[src/hdl/bc3tbd_pkg.sv]
// ----------------------------------------------------------------------------
// bc3tbd_pkg
// Shared types, constants and arithmetic helpers of the BC3 block decoder.
// ----------------------------------------------------------------------------
`default_nettype none

package bc3tbd_pkg;

    // texels in one 4x4 block
    localparam int TEXELS       = 16;
    localparam int TEXEL_W      = $clog2(TEXELS);
    // depth of the queue between front and back
    localparam int QUEUE_DEPTH  = 2;
    localparam int QUEUE_PTR_W  = (QUEUE_DEPTH > 1) ? $clog2(QUEUE_DEPTH) : 1;
    localparam int QUEUE_CNT_W  = $clog2(QUEUE_DEPTH + 1);

    // reciprocal constants: x/d == (x*m) >> s over the value ranges used here
    // channel expansion folds the *255 into the reciprocal of 31 and 63
    localparam logic [23:0] EXP5_MUL  = 24'd8625630;  // 255 * ceil(2^20/31)
    localparam logic [22:0] EXP6_MUL  = 23'd4244475;  // 255 * ceil(2^20/63)
    localparam logic [15:0] DIV7_MUL  = 16'd9363;     // ceil(2^16/7)
    localparam logic [15:0] DIV5_MUL  = 16'd13108;    // ceil(2^16/5)
    localparam logic [15:0] DIV3_MUL  = 16'd21846;    // ceil(2^16/3)
    localparam logic [7:0]  ALPHA_MAX = 8'd255;
    localparam logic [7:0]  ALPHA_MIN = 8'd0;

    typedef logic [7:0]  t_byte;
    typedef logic [10:0] t_asum;

    typedef struct packed {
        t_byte r;
        t_byte g;
        t_byte b;
    } t_rgb;

    // fully resolved palette of one block plus its per-texel indices
    typedef struct packed {
        t_byte [7:0]  alv;
        t_rgb  [3:0]  col;
        logic  [47:0] aidx;
        logic  [31:0] cidx;
    } t_pal;

    // queue status seen by front and back
    typedef struct packed {
        logic empty;
        logic full;
    } t_q_stat;

    // 5-bit channel to 8 bits, truncating v*255/31
    function automatic t_byte expand5(input logic [4:0] v);
        logic [28:0] p;
        p = 29'(v) * 29'(EXP5_MUL);
        return p[27:20];
    endfunction

    // 6-bit channel to 8 bits, truncating v*255/63
    function automatic t_byte expand6(input logic [5:0] v);
        logic [28:0] p;
        p = 29'(v) * 29'(EXP6_MUL);
        return p[27:20];
    endfunction

    // (2*a + b) / 3, truncating
    function automatic t_byte third(input t_byte a, input t_byte b);
        logic [9:0]  s;
        logic [25:0] p;
        s = 10'({a, 1'b0}) + 10'(b);
        p = 26'(s) * 26'(DIV3_MUL);
        return p[23:16];
    endfunction

    // weighted alpha sum divided by 7 or by 5, truncating
    function automatic t_byte alpha_div(input t_asum s, input logic mode7);
        logic [26:0] p;
        p = 27'(s) * 27'(mode7 ? DIV7_MUL : DIV5_MUL);
        return p[23:16];
    endfunction

endpackage

`default_nettype wire

[src/hdl/bc3tbd_blk_if.sv]
// ----------------------------------------------------------------------------
// bc3tbd_blk_if
// Compressed block channel: alpha half and color half of one BC3 block.
// ----------------------------------------------------------------------------
`default_nettype none

interface bc3tbd_blk_if;
    logic        valid;
    logic        ready;
    logic [63:0] alpha_half;
    logic [63:0] color_half;

    modport source (output valid, output alpha_half, output color_half, input ready);
    modport sink   (input valid, input alpha_half, input color_half, output ready);
endinterface

`default_nettype wire

[src/hdl/bc3tbd_txl_if.sv]
// ----------------------------------------------------------------------------
// bc3tbd_txl_if
// Decoded texel channel: one RGBA8 texel with its position in the block.
// ----------------------------------------------------------------------------
`default_nettype none

interface bc3tbd_txl_if;
    logic       valid;
    logic       ready;
    logic [7:0] red;
    logic [7:0] green;
    logic [7:0] blue;
    logic [7:0] alpha;
    logic [1:0] column;
    logic [1:0] row;
    logic       last_texel;

    modport source (output valid, output red, output green, output blue, output alpha,
                    output column, output row, output last_texel, input ready);
    modport sink   (input valid, input red, input green, input blue, input alpha,
                    input column, input row, input last_texel, output ready);
endinterface

`default_nettype wire

[src/hdl/bc3tbd_front.sv]
// ----------------------------------------------------------------------------
// bc3tbd_front
// Accepts compressed blocks and builds the alpha and color palettes in a
// two-stage pipeline, then hands the resolved palette to the queue.
// ----------------------------------------------------------------------------
`default_nettype none

module bc3tbd_front (
    input  wire logic             i_clk,
    input  wire logic             i_rst_n,
    bc3tbd_blk_if.sink            i_blk,
    input  wire bc3tbd_pkg::t_q_stat i_q_stat,
    output logic                  o_push,
    output bc3tbd_pkg::t_pal      o_pal
);
    import bc3tbd_pkg::*;

    // stage 1: expanded endpoints and weighted alpha sums
    logic          r_s1_v;
    t_rgb          r_s1_c0, r_s1_c1;
    t_byte         r_s1_a0, r_s1_a1;
    logic          r_s1_mode7;
    t_asum [5:0]   r_s1_asum;
    logic  [47:0]  r_s1_aidx;
    logic  [31:0]  r_s1_cidx;

    // stage 2: resolved palette
    logic          r_s2_v;
    t_pal          r_s2;

    t_byte         n_a0, n_a1;
    logic          n_mode7;
    t_asum [5:0]   n_asum;
    t_pal          n_s2;
    logic          s2_ld, s1_ld;

    // pipeline advance
    assign o_push      = r_s2_v && !i_q_stat.full;
    assign s2_ld       = !r_s2_v || o_push;
    assign s1_ld       = !r_s1_v || s2_ld;
    assign i_blk.ready = s1_ld;
    assign o_pal       = r_s2;

    // alpha endpoints, table mode and weighted sums
    always_comb begin
        n_a0    = i_blk.alpha_half[7:0];
        n_a1    = i_blk.alpha_half[15:8];
        n_mode7 = n_a0 > n_a1;
        for (int k = 1; k <= 6; k++) begin
            if (n_mode7) begin
                n_asum[k-1] = t_asum'(n_a0) * t_asum'(7 - k) + t_asum'(n_a1) * t_asum'(k);
            end else if (k <= 4) begin
                n_asum[k-1] = t_asum'(n_a0) * t_asum'(5 - k) + t_asum'(n_a1) * t_asum'(k);
            end else begin
                n_asum[k-1] = '0;
            end
        end
    end

    // stage 1 registers
    always_ff @(posedge i_clk) begin
        if (!i_rst_n) begin
            r_s1_v <= 1'b0;
        end else if (s1_ld) begin
            r_s1_v <= i_blk.valid;
        end
    end

    always_ff @(posedge i_clk) begin
        if (s1_ld) begin
            r_s1_c0.r  <= expand5(i_blk.color_half[15:11]);
            r_s1_c0.g  <= expand6(i_blk.color_half[10:5]);
            r_s1_c0.b  <= expand5(i_blk.color_half[4:0]);
            r_s1_c1.r  <= expand5(i_blk.color_half[31:27]);
            r_s1_c1.g  <= expand6(i_blk.color_half[26:21]);
            r_s1_c1.b  <= expand5(i_blk.color_half[20:16]);
            r_s1_a0    <= n_a0;
            r_s1_a1    <= n_a1;
            r_s1_mode7 <= n_mode7;
            r_s1_asum  <= n_asum;
            r_s1_aidx  <= i_blk.alpha_half[63:16];
            r_s1_cidx  <= i_blk.color_half[63:32];
        end
    end

    // alpha levels and the two interpolated colors
    always_comb begin
        n_s2.alv[0] = r_s1_a0;
        n_s2.alv[1] = r_s1_a1;
        for (int k = 1; k <= 6; k++) begin
            n_s2.alv[k+1] = alpha_div(r_s1_asum[k-1], r_s1_mode7);
        end
        // six-level table pins the top two entries
        if (!r_s1_mode7) begin
            n_s2.alv[6] = ALPHA_MIN;
            n_s2.alv[7] = ALPHA_MAX;
        end
        n_s2.col[0]   = r_s1_c0;
        n_s2.col[1]   = r_s1_c1;
        n_s2.col[2].r = third(r_s1_c0.r, r_s1_c1.r);
        n_s2.col[2].g = third(r_s1_c0.g, r_s1_c1.g);
        n_s2.col[2].b = third(r_s1_c0.b, r_s1_c1.b);
        n_s2.col[3].r = third(r_s1_c1.r, r_s1_c0.r);
        n_s2.col[3].g = third(r_s1_c1.g, r_s1_c0.g);
        n_s2.col[3].b = third(r_s1_c1.b, r_s1_c0.b);
        n_s2.aidx     = r_s1_aidx;
        n_s2.cidx     = r_s1_cidx;
    end

    // stage 2 registers
    always_ff @(posedge i_clk) begin
        if (!i_rst_n) begin
            r_s2_v <= 1'b0;
        end else if (s2_ld) begin
            r_s2_v <= r_s1_v;
        end
    end

    always_ff @(posedge i_clk) begin
        if (s2_ld) begin
            r_s2 <= n_s2;
        end
    end

endmodule

`default_nettype wire

[src/hdl/bc3tbd_queue.sv]
// ----------------------------------------------------------------------------
// bc3tbd_queue
// Short queue of resolved palettes between the front and the back.
// ----------------------------------------------------------------------------
`default_nettype none

module bc3tbd_queue (
    input  wire logic             i_clk,
    input  wire logic             i_rst_n,
    input  wire logic             i_push,
    input  wire bc3tbd_pkg::t_pal i_pal,
    input  wire logic             i_pop,
    output bc3tbd_pkg::t_pal      o_head,
    output bc3tbd_pkg::t_q_stat   o_stat
);
    import bc3tbd_pkg::*;

    t_pal                   r_mem [QUEUE_DEPTH];
    logic [QUEUE_PTR_W-1:0] r_wptr, r_rptr;
    logic [QUEUE_CNT_W-1:0] r_cnt;

    function automatic logic [QUEUE_PTR_W-1:0] ptr_inc(input logic [QUEUE_PTR_W-1:0] p);
        return (p == QUEUE_PTR_W'(QUEUE_DEPTH - 1)) ? '0 : p + 1'b1;
    endfunction

    assign o_stat.empty = (r_cnt == '0);
    assign o_stat.full  = (r_cnt == QUEUE_CNT_W'(QUEUE_DEPTH));
    assign o_head       = r_mem[r_rptr];

    // storage write
    always_ff @(posedge i_clk) begin
        if (i_push) begin
            r_mem[r_wptr] <= i_pal;
        end
    end

    // pointers and fill count
    always_ff @(posedge i_clk) begin
        if (!i_rst_n) begin
            r_wptr <= '0;
            r_rptr <= '0;
            r_cnt  <= '0;
        end else begin
            if (i_push) begin
                r_wptr <= ptr_inc(r_wptr);
            end
            if (i_pop) begin
                r_rptr <= ptr_inc(r_rptr);
            end
            case ({i_push, i_pop})
                2'b10:   r_cnt <= r_cnt + 1'b1;
                2'b01:   r_cnt <= r_cnt - 1'b1;
                default: r_cnt <= r_cnt;
            endcase
        end
    end

    // no overflow or underflow
    a_no_push_full: assert property (@(posedge i_clk) disable iff (!i_rst_n)
        !(i_push && o_stat.full))
        else $error("queue push while full");

    a_no_pop_empty: assert property (@(posedge i_clk) disable iff (!i_rst_n)
        !(i_pop && o_stat.empty))
        else $error("queue pop while empty");

endmodule

`default_nettype wire

[src/hdl/bc3tbd_back.sv]
// ----------------------------------------------------------------------------
// bc3tbd_back
// Walks the sixteen texels of the palette at the queue head, one per cycle
// while the output is taken, into a registered texel output.
// ----------------------------------------------------------------------------
`default_nettype none

module bc3tbd_back (
    input  wire logic             i_clk,
    input  wire logic             i_rst_n,
    input  wire bc3tbd_pkg::t_pal i_head,
    input  wire bc3tbd_pkg::t_q_stat i_q_stat,
    output logic                  o_pop,
    bc3tbd_txl_if.source          o_txl
);
    import bc3tbd_pkg::*;

    logic [TEXEL_W-1:0] r_cnt;
    logic               r_o_valid;
    t_byte              r_red, r_green, r_blue, r_alpha;
    logic [1:0]         r_column, r_row;
    logic               r_last;

    logic               adv, load;
    logic [5:0]         a_pos;
    logic [4:0]         c_pos;
    logic [2:0]         ai;
    logic [1:0]         ci;

    // output register advances when empty or taken
    assign adv   = !r_o_valid || o_txl.ready;
    assign load  = adv && !i_q_stat.empty;
    assign o_pop = load && (r_cnt == TEXEL_W'(TEXELS - 1));

    // index fields of the current texel
    assign a_pos = 6'({r_cnt, 1'b0}) + 6'(r_cnt);
    assign c_pos = 5'({r_cnt, 1'b0});
    assign ai    = i_head.aidx[a_pos +: 3];
    assign ci    = i_head.cidx[c_pos +: 2];

    // texel counter and output valid
    always_ff @(posedge i_clk) begin
        if (!i_rst_n) begin
            r_cnt     <= '0;
            r_o_valid <= 1'b0;
        end else if (load) begin
            r_cnt     <= r_cnt + 1'b1;
            r_o_valid <= 1'b1;
        end else if (adv) begin
            r_o_valid <= 1'b0;
        end
    end

    // texel payload
    always_ff @(posedge i_clk) begin
        if (load) begin
            r_red    <= i_head.col[ci].r;
            r_green  <= i_head.col[ci].g;
            r_blue   <= i_head.col[ci].b;
            r_alpha  <= i_head.alv[ai];
            r_column <= r_cnt[1:0];
            r_row    <= r_cnt[3:2];
            r_last   <= &r_cnt;
        end
    end

    assign o_txl.valid      = r_o_valid;
    assign o_txl.red        = r_red;
    assign o_txl.green      = r_green;
    assign o_txl.blue       = r_blue;
    assign o_txl.alpha      = r_alpha;
    assign o_txl.column     = r_column;
    assign o_txl.row        = r_row;
    assign o_txl.last_texel = r_last;

    // last marker only on the bottom-right texel
    a_last_pos: assert property (@(posedge i_clk) disable iff (!i_rst_n)
        (r_o_valid && r_last) |-> (r_column == 2'd3 && r_row == 2'd3))
        else $error("last texel marker at wrong position");

    // releasing a palette puts its last texel on the output
    a_pop_last: assert property (@(posedge i_clk) disable iff (!i_rst_n)
        o_pop |=> (r_o_valid && r_last))
        else $error("palette released before its last texel");

endmodule

`default_nettype wire

[src/hdl/bc3_texture_block_decoder_unit.sv]
// ----------------------------------------------------------------------------
// bc3_texture_block_decoder_unit
// BC3 (DXT5) block decoder: one 16-byte block in, sixteen RGBA8 texels out.
// ----------------------------------------------------------------------------
// The unit takes one compressed block per transaction (alpha half and color
// half, little-endian) and returns its sixteen texels in raster order, one
// texel per cycle while the output is taken and a palette is queued, with
// column, row and a last-texel marker on the sixteenth. The sustained block
// rate is set by the one-texel-per-cycle output sequencer. An accepted block
// passes through the first and the second of two front pipeline stages that
// build the alpha table and the four-color palette, then through the queue
// and the output register. The color half always decodes in four-color mode
// regardless of endpoint order; equal alpha endpoints select the six-level
// alpha table. A two-entry palette queue lets new blocks be accepted while
// texels are still drained. No state survives between blocks.
`default_nettype none

module bc3_texture_block_decoder_unit (
    input  wire logic    i_clk,
    input  wire logic    i_rst_n,
    bc3tbd_blk_if.sink   i_blk,
    bc3tbd_txl_if.source o_txl
);
    import bc3tbd_pkg::*;

    t_pal    pal_in, pal_head;
    t_q_stat q_stat;
    logic    push, pop;

    // front: accept and build palettes
    bc3tbd_front u_front (
        .i_clk    (i_clk),
        .i_rst_n  (i_rst_n),
        .i_blk    (i_blk),
        .i_q_stat (q_stat),
        .o_push   (push),
        .o_pal    (pal_in)
    );

    // queue between front and back
    bc3tbd_queue u_queue (
        .i_clk    (i_clk),
        .i_rst_n  (i_rst_n),
        .i_push   (push),
        .i_pal    (pal_in),
        .i_pop    (pop),
        .o_head   (pal_head),
        .o_stat   (q_stat)
    );

    // back: texel sequencer
    bc3tbd_back u_back (
        .i_clk    (i_clk),
        .i_rst_n  (i_rst_n),
        .i_head   (pal_head),
        .i_q_stat (q_stat),
        .o_pop    (pop),
        .o_txl    (o_txl)
    );

endmodule

`default_nettype wire
[src/flat_wrapper.sv]
// flat-port wrapper written by rule: the top's interface ports become plain ports
module bc3_texture_block_decoder_unit_flat import bc3tbd_pkg::*;
  (i_clk, i_rst_n, i_blk_valid, i_blk_alpha_half, i_blk_color_half, i_blk_ready, o_txl_valid, o_txl_red, o_txl_green, o_txl_blue, o_txl_alpha, o_txl_column, o_txl_row, o_txl_last_texel, o_txl_ready);
  bc3tbd_blk_if i_blk_i ();
  bc3tbd_txl_if o_txl_i ();
  input  wire logic i_clk;
  input  wire logic i_rst_n;
  input wire logic [$bits(i_blk_i.valid)-1:0] i_blk_valid;
  input wire logic [$bits(i_blk_i.alpha_half)-1:0] i_blk_alpha_half;
  input wire logic [$bits(i_blk_i.color_half)-1:0] i_blk_color_half;
  output wire logic [$bits(i_blk_i.ready)-1:0] i_blk_ready;
  output wire logic [$bits(o_txl_i.valid)-1:0] o_txl_valid;
  output wire logic [$bits(o_txl_i.red)-1:0] o_txl_red;
  output wire logic [$bits(o_txl_i.green)-1:0] o_txl_green;
  output wire logic [$bits(o_txl_i.blue)-1:0] o_txl_blue;
  output wire logic [$bits(o_txl_i.alpha)-1:0] o_txl_alpha;
  output wire logic [$bits(o_txl_i.column)-1:0] o_txl_column;
  output wire logic [$bits(o_txl_i.row)-1:0] o_txl_row;
  output wire logic [$bits(o_txl_i.last_texel)-1:0] o_txl_last_texel;
  input wire logic [$bits(o_txl_i.ready)-1:0] o_txl_ready;
  assign i_blk_i.valid = i_blk_valid;
  assign i_blk_i.alpha_half = i_blk_alpha_half;
  assign i_blk_i.color_half = i_blk_color_half;
  assign i_blk_ready = i_blk_i.ready;
  assign o_txl_valid = o_txl_i.valid;
  assign o_txl_red = o_txl_i.red;
  assign o_txl_green = o_txl_i.green;
  assign o_txl_blue = o_txl_i.blue;
  assign o_txl_alpha = o_txl_i.alpha;
  assign o_txl_column = o_txl_i.column;
  assign o_txl_row = o_txl_i.row;
  assign o_txl_last_texel = o_txl_i.last_texel;
  assign o_txl_i.ready = o_txl_ready;
  bc3_texture_block_decoder_unit u_core (.i_clk(i_clk), .i_rst_n(i_rst_n), .i_blk(i_blk_i), .o_txl(o_txl_i));
endmodule
[config.mk]
export PLATFORM = sky130hd
export DESIGN_NAME = bc3_texture_block_decoder_unit_flat
export DESIGN_NICKNAME = d
export VERILOG_FILES = /design/src/hdl/bc3tbd_pkg.sv /design/src/hdl/bc3tbd_blk_if.sv /design/src/hdl/bc3tbd_txl_if.sv /design/src/hdl/bc3tbd_front.sv /design/src/hdl/bc3tbd_queue.sv /design/src/hdl/bc3tbd_back.sv /design/src/hdl/bc3_texture_block_decoder_unit.sv /design/src/flat_wrapper.sv
export SDC_FILE = /design/constraint.sdc
export NUM_CORES = 2
export LEC_CHECK = 0
export BUFFER_PORTS_ARGS = -buffer_cell sky130_fd_sc_hd__buf_4
export CAP_MARGIN = 0
export CORE_UTILIZATION = 65
export DETAILED_ROUTE_END_ITERATION = 10
export PLACE_DENSITY = 0.88
export SLEW_MARGIN = 40
export SYNTH_ARGS = -nofsm -noshare
export SYNTH_HDL_FRONTEND = slang
export SYNTH_SLANG_ARGS = --single-unit
[constraint.sdc]
create_clock -name i_clk -period 19.7 [get_ports i_clk]
set_input_delay 3.94 -clock i_clk [delete_from_list [all_inputs] [get_ports i_clk]]
set_output_delay 3.94 -clock i_clk [all_outputs]
set_load 0.005 [all_outputs]
==> impl_results.md <==
- Detailed-route via count: ~47,000
- Pre-antenna DRT Iters: 8
- CP Class: primary input to flip-flop
- Worst setup margin: approximately 12 ns
- First-pass GRT wire length: 266,200 µm
- Fillcell total: about 7,400
- Final slew viol count: 0
- Iteration-0 DRC count of the detailed router: about 3,300
- Drt via density: approximately 5.7
- # Post-CTS Setup Buffers: 0
- Clock latency on the worst-skew pair: a little over 0.7 ns
- Critical path's slowest cell: buf_4
- Die ar.: about 0.12 mm²
- CTS resizes: 0
- Worst hold margin: between 0.3 and 0.4 ns
- Post-Syn Area: 0.07832 mm²
- Worst flop-to-flop path endpoint: u_core.u_front.o_pal[151]
- CP delay by family, top: compound AO/OA/AOI/OAI gates
- Layout cells sized above 1: under 10%
- DP HPWL: 127,200 µm
- Final estimated routing congestion in global placement: 0.9278
- Synth top area cells: edfxtp_1 37%, ha_1 19%, fa_1 18%
- CP startpoint: i_blk_alpha_half[9]
- Cell count of the worst reg-to-reg path: 24
- Core area: ~0.12 mm²
- Drc violations: 0
- CP max stage delay: slightly above 0.6 ns
- Yosys cell types: 83
- Largest net degree at the start of global routing: ~150
- Tcrit/Tclk final: approximately two fifths
- Total GRT Usage: 28.01%
- CTS Buffer Depth: 3
- Die Span Y: 349.1 µm
- Post-route ant nets: 0
- FF-to-FF Start: u_core.u_front.n_s2[96]
- Cell taking the most area after synthesis: edfxtp_1
- Place WS: 10.98 ns
- Clk sink count: 976
- Bufs and invs on worst path: 4
- Hold Path Class: flip-flop to flip-flop
- Seq/Total Area, Yosys: around 37%
- H-tree levels: 3
- Fmax: 124.8 MHz
- Routed len/inst: between 20 and 25 µm
- CP arrival: 8.46 ns
- Chip Width: approximately 350 µm
- I/O pin count: ~170
- Grt total ovfl: 0
- PortBufs: between 150 and 200
- CTS Buf Count: 100
- CTS tree: built
- Clk pin slew, worst setup/hold paths: 0.06 ns
- Hold Path Stages: 0
- Worst Setup Start Kind: primary input
- Synth-to-layout area growth: 8.684%
- Post-synth EDFFs: 964
- Min-delay src: u_core.u_front.o_pal[235]
- Final setup violation count: 0
- Area of the multi-input gates: ~0.044 mm²
- Post-synth top area share: 36.96%
- Slew Limit Headroom: a little over two fifths
- Starting Density: roughly two thirds
- Routed WL: approximately 170,000 µm
- Post-synth ARST share: 0%
- Clock root cell: clkbuf_16
- Worst-path fanout max: 79
- # nets final: between 8,000 and 9,000
- Outcome: completed
- Syn_area_per_cell: about 13 µm²
- Vias in the first global route: between 50,000 and 60,000
- RSZ-0062 raised after global routing: no
- CTS Hold Buffers Added: 0
- Fin crit period: ~8 ns
- Yosys warnings: 0
- Sequential cell area: just under 0.03 mm²
- Total negative slack: 0 ns
- Worst-case clock skew: slightly above 0.09 ns
- CP Cell Sequence: buf_4 -> inv_1 -> ha_1 -> nor2b_1 -> o21a_1 -> o21a_1 -> o21ai_0 -> a21oi_1 -> o31ai_4 -> buf_4 -> inv_1 -> nand2_1 -> o21ai_0 -> ha_1 -> fa_1 -> a21o_1 -> a21oi_1 -> o21bai_1 -> a21oi_1 -> nor2b_1 -> o21ai_0 -> nand2b_1
- Cells after Synth: about 6,000
- Worst path required time: slightly above 20 ns
- Synth Flop Type: edfxtp_1
- Worst Setup End Kind: flip-flop
- R2R Setup Slk: between 10 and 15 ns
- Initial antenna violation count: 3
- Hold endpoint: u_core.u_queue.r_mem[1][235]
- Hold Fails Final Rpt: 0
- Synth Register Bits: 976
- Max cap viols: 0
- Post-route core utilization: between 70% and 80%
- Worst-Margin Slew: roughly 0.87 ns
- Row Count: 126
-- cells in the mapped netlist, types with 5 or more instances --
master	count
inv_1	1282
ha_1	1201
edfxtp_1	964
fa_1	710
xnor2_1	221
a21oi_1	217
nand2_1	189
nor2_1	173
mux4_2	121
a21o_1	105
o21ai_0	90
xor2_1	74
o21bai_1	66
nand2b_1	60
nor2b_1	55
and2_1	52
nand3_1	51
nor3_1	49
clkbuf_1	47
o21a_1	35
mux2_2	34
or2_2	25
and3_1	24
mux4_1	24
mux2i_1	23
o211ai_1	20
a211oi_1	18
a31oi_1	14
a22oi_1	13
buf_2	13
dfxtp_1	12
o2111ai_1	12
or3_1	12
nand4_1	11
o31ai_1	11
a31o_2	9
buf_6	8
a2111oi_0	7
a211o_1	7
buf_4	7
and4_1	6
nor3b_1	6
a21boi_0	5
a41o_1	5
nor4_1	5
-- flip-flops by register name (all words and copies together) (netlist names), 2 cells and up, named ones only --
name,count
u_core.u_back.r_cnt,4
u_core.u_back.o_txl.column,2
u_core.u_queue.r_mem,480
u_core.u_front.r_s1_a1,8
u_core.u_front.r_s1_cidx,32
u_core.u_front.r_s1_a0,8
u_core.u_back.o_txl.row,2
u_core.u_front.r_s1_aidx,48
u_core.u_front.o_pal,240
u_core.u_front.r_s1_asum,62
u_core.u_queue.r_cnt,2
u_core.u_back.o_txl.alpha,8
u_core.u_back.o_txl.red,8
u_core.u_back.o_txl.blue,8
u_core.u_front.n_s2,48
u_core.u_back.o_txl.green,8
-- routing by layer --
metal / vias up / part of all wire (%) / track usage (%)
met3: 307 / 6.3 / 4.306
met2: 1415 / 50 / 49.00
met5: - / 0.013 / 0
met1: 23380 / 40 / 35.91
met4: 4 / 2.9 / 8.629
li1: 21580 / - / -
-- worst max path at each step --
stage	to	cells after the start
after floorplan	u_core.u_queue.r_wptr	4
after global placement	u_core.u_front.r_s1_asum[43]	22
after detailed placement	u_core.u_front.r_s1_asum[43]	22
after CTS	u_core.u_front.r_s1_asum[43]	22
after global routing	u_core.u_front.r_s1_asum[43]	22
final	u_core.u_front.r_s1_asum[43]	22
-- through the flow --
stage               cell area, µm²  instances
floorplan                    78660       6249
global placement             81700       7956
detailed placement           81760       7957
CTS                          85060       8145
global route                 85120       8147
finish                       85120       8148
-- placed cells by master, fill, tap and decap left out, drive strengths merged, types with 92 or more instances in the layout --
master	instances
nand2	189
a21o	105
inv	1288
clkbuf	115
ha	1201
fa	710
edfxtp	964
xnor2	221
a21oi	217
conb	92
o21ai	92
buf	196
mux4	145
nor2	173
-- cell type report --
type                       instances  area share [%]
antenna                            1        0.002940
clock buffer                     115           3.006
clock inverter                    73          0.8804
inverter                        1283           5.672
multi-input combinational       3904           51.95
sequential                       976           34.29
tap                             1600           2.352
timing repair buffer             196           1.845
-- cell families after synthesis --
family / Yosys count / share of synthesized area (%)
AO/OA/AOI/OAI: 668 / 5.564
XOR/XNOR: 295 / 3.299
adder cells (fa/ha/maj): 1911 / 37.33
buffers and inverters: 1369 / 6.797
flip-flops: 976 / 37.27
multiplexers: 204 / 5.110
other: 2 / 0.009589
AND/OR/NAND/NOR: 734 / 4.620
Power is left out: the tool's default activity adds up to more than one toggle a clock period on the data nets, which glitch-free logic cannot reach.
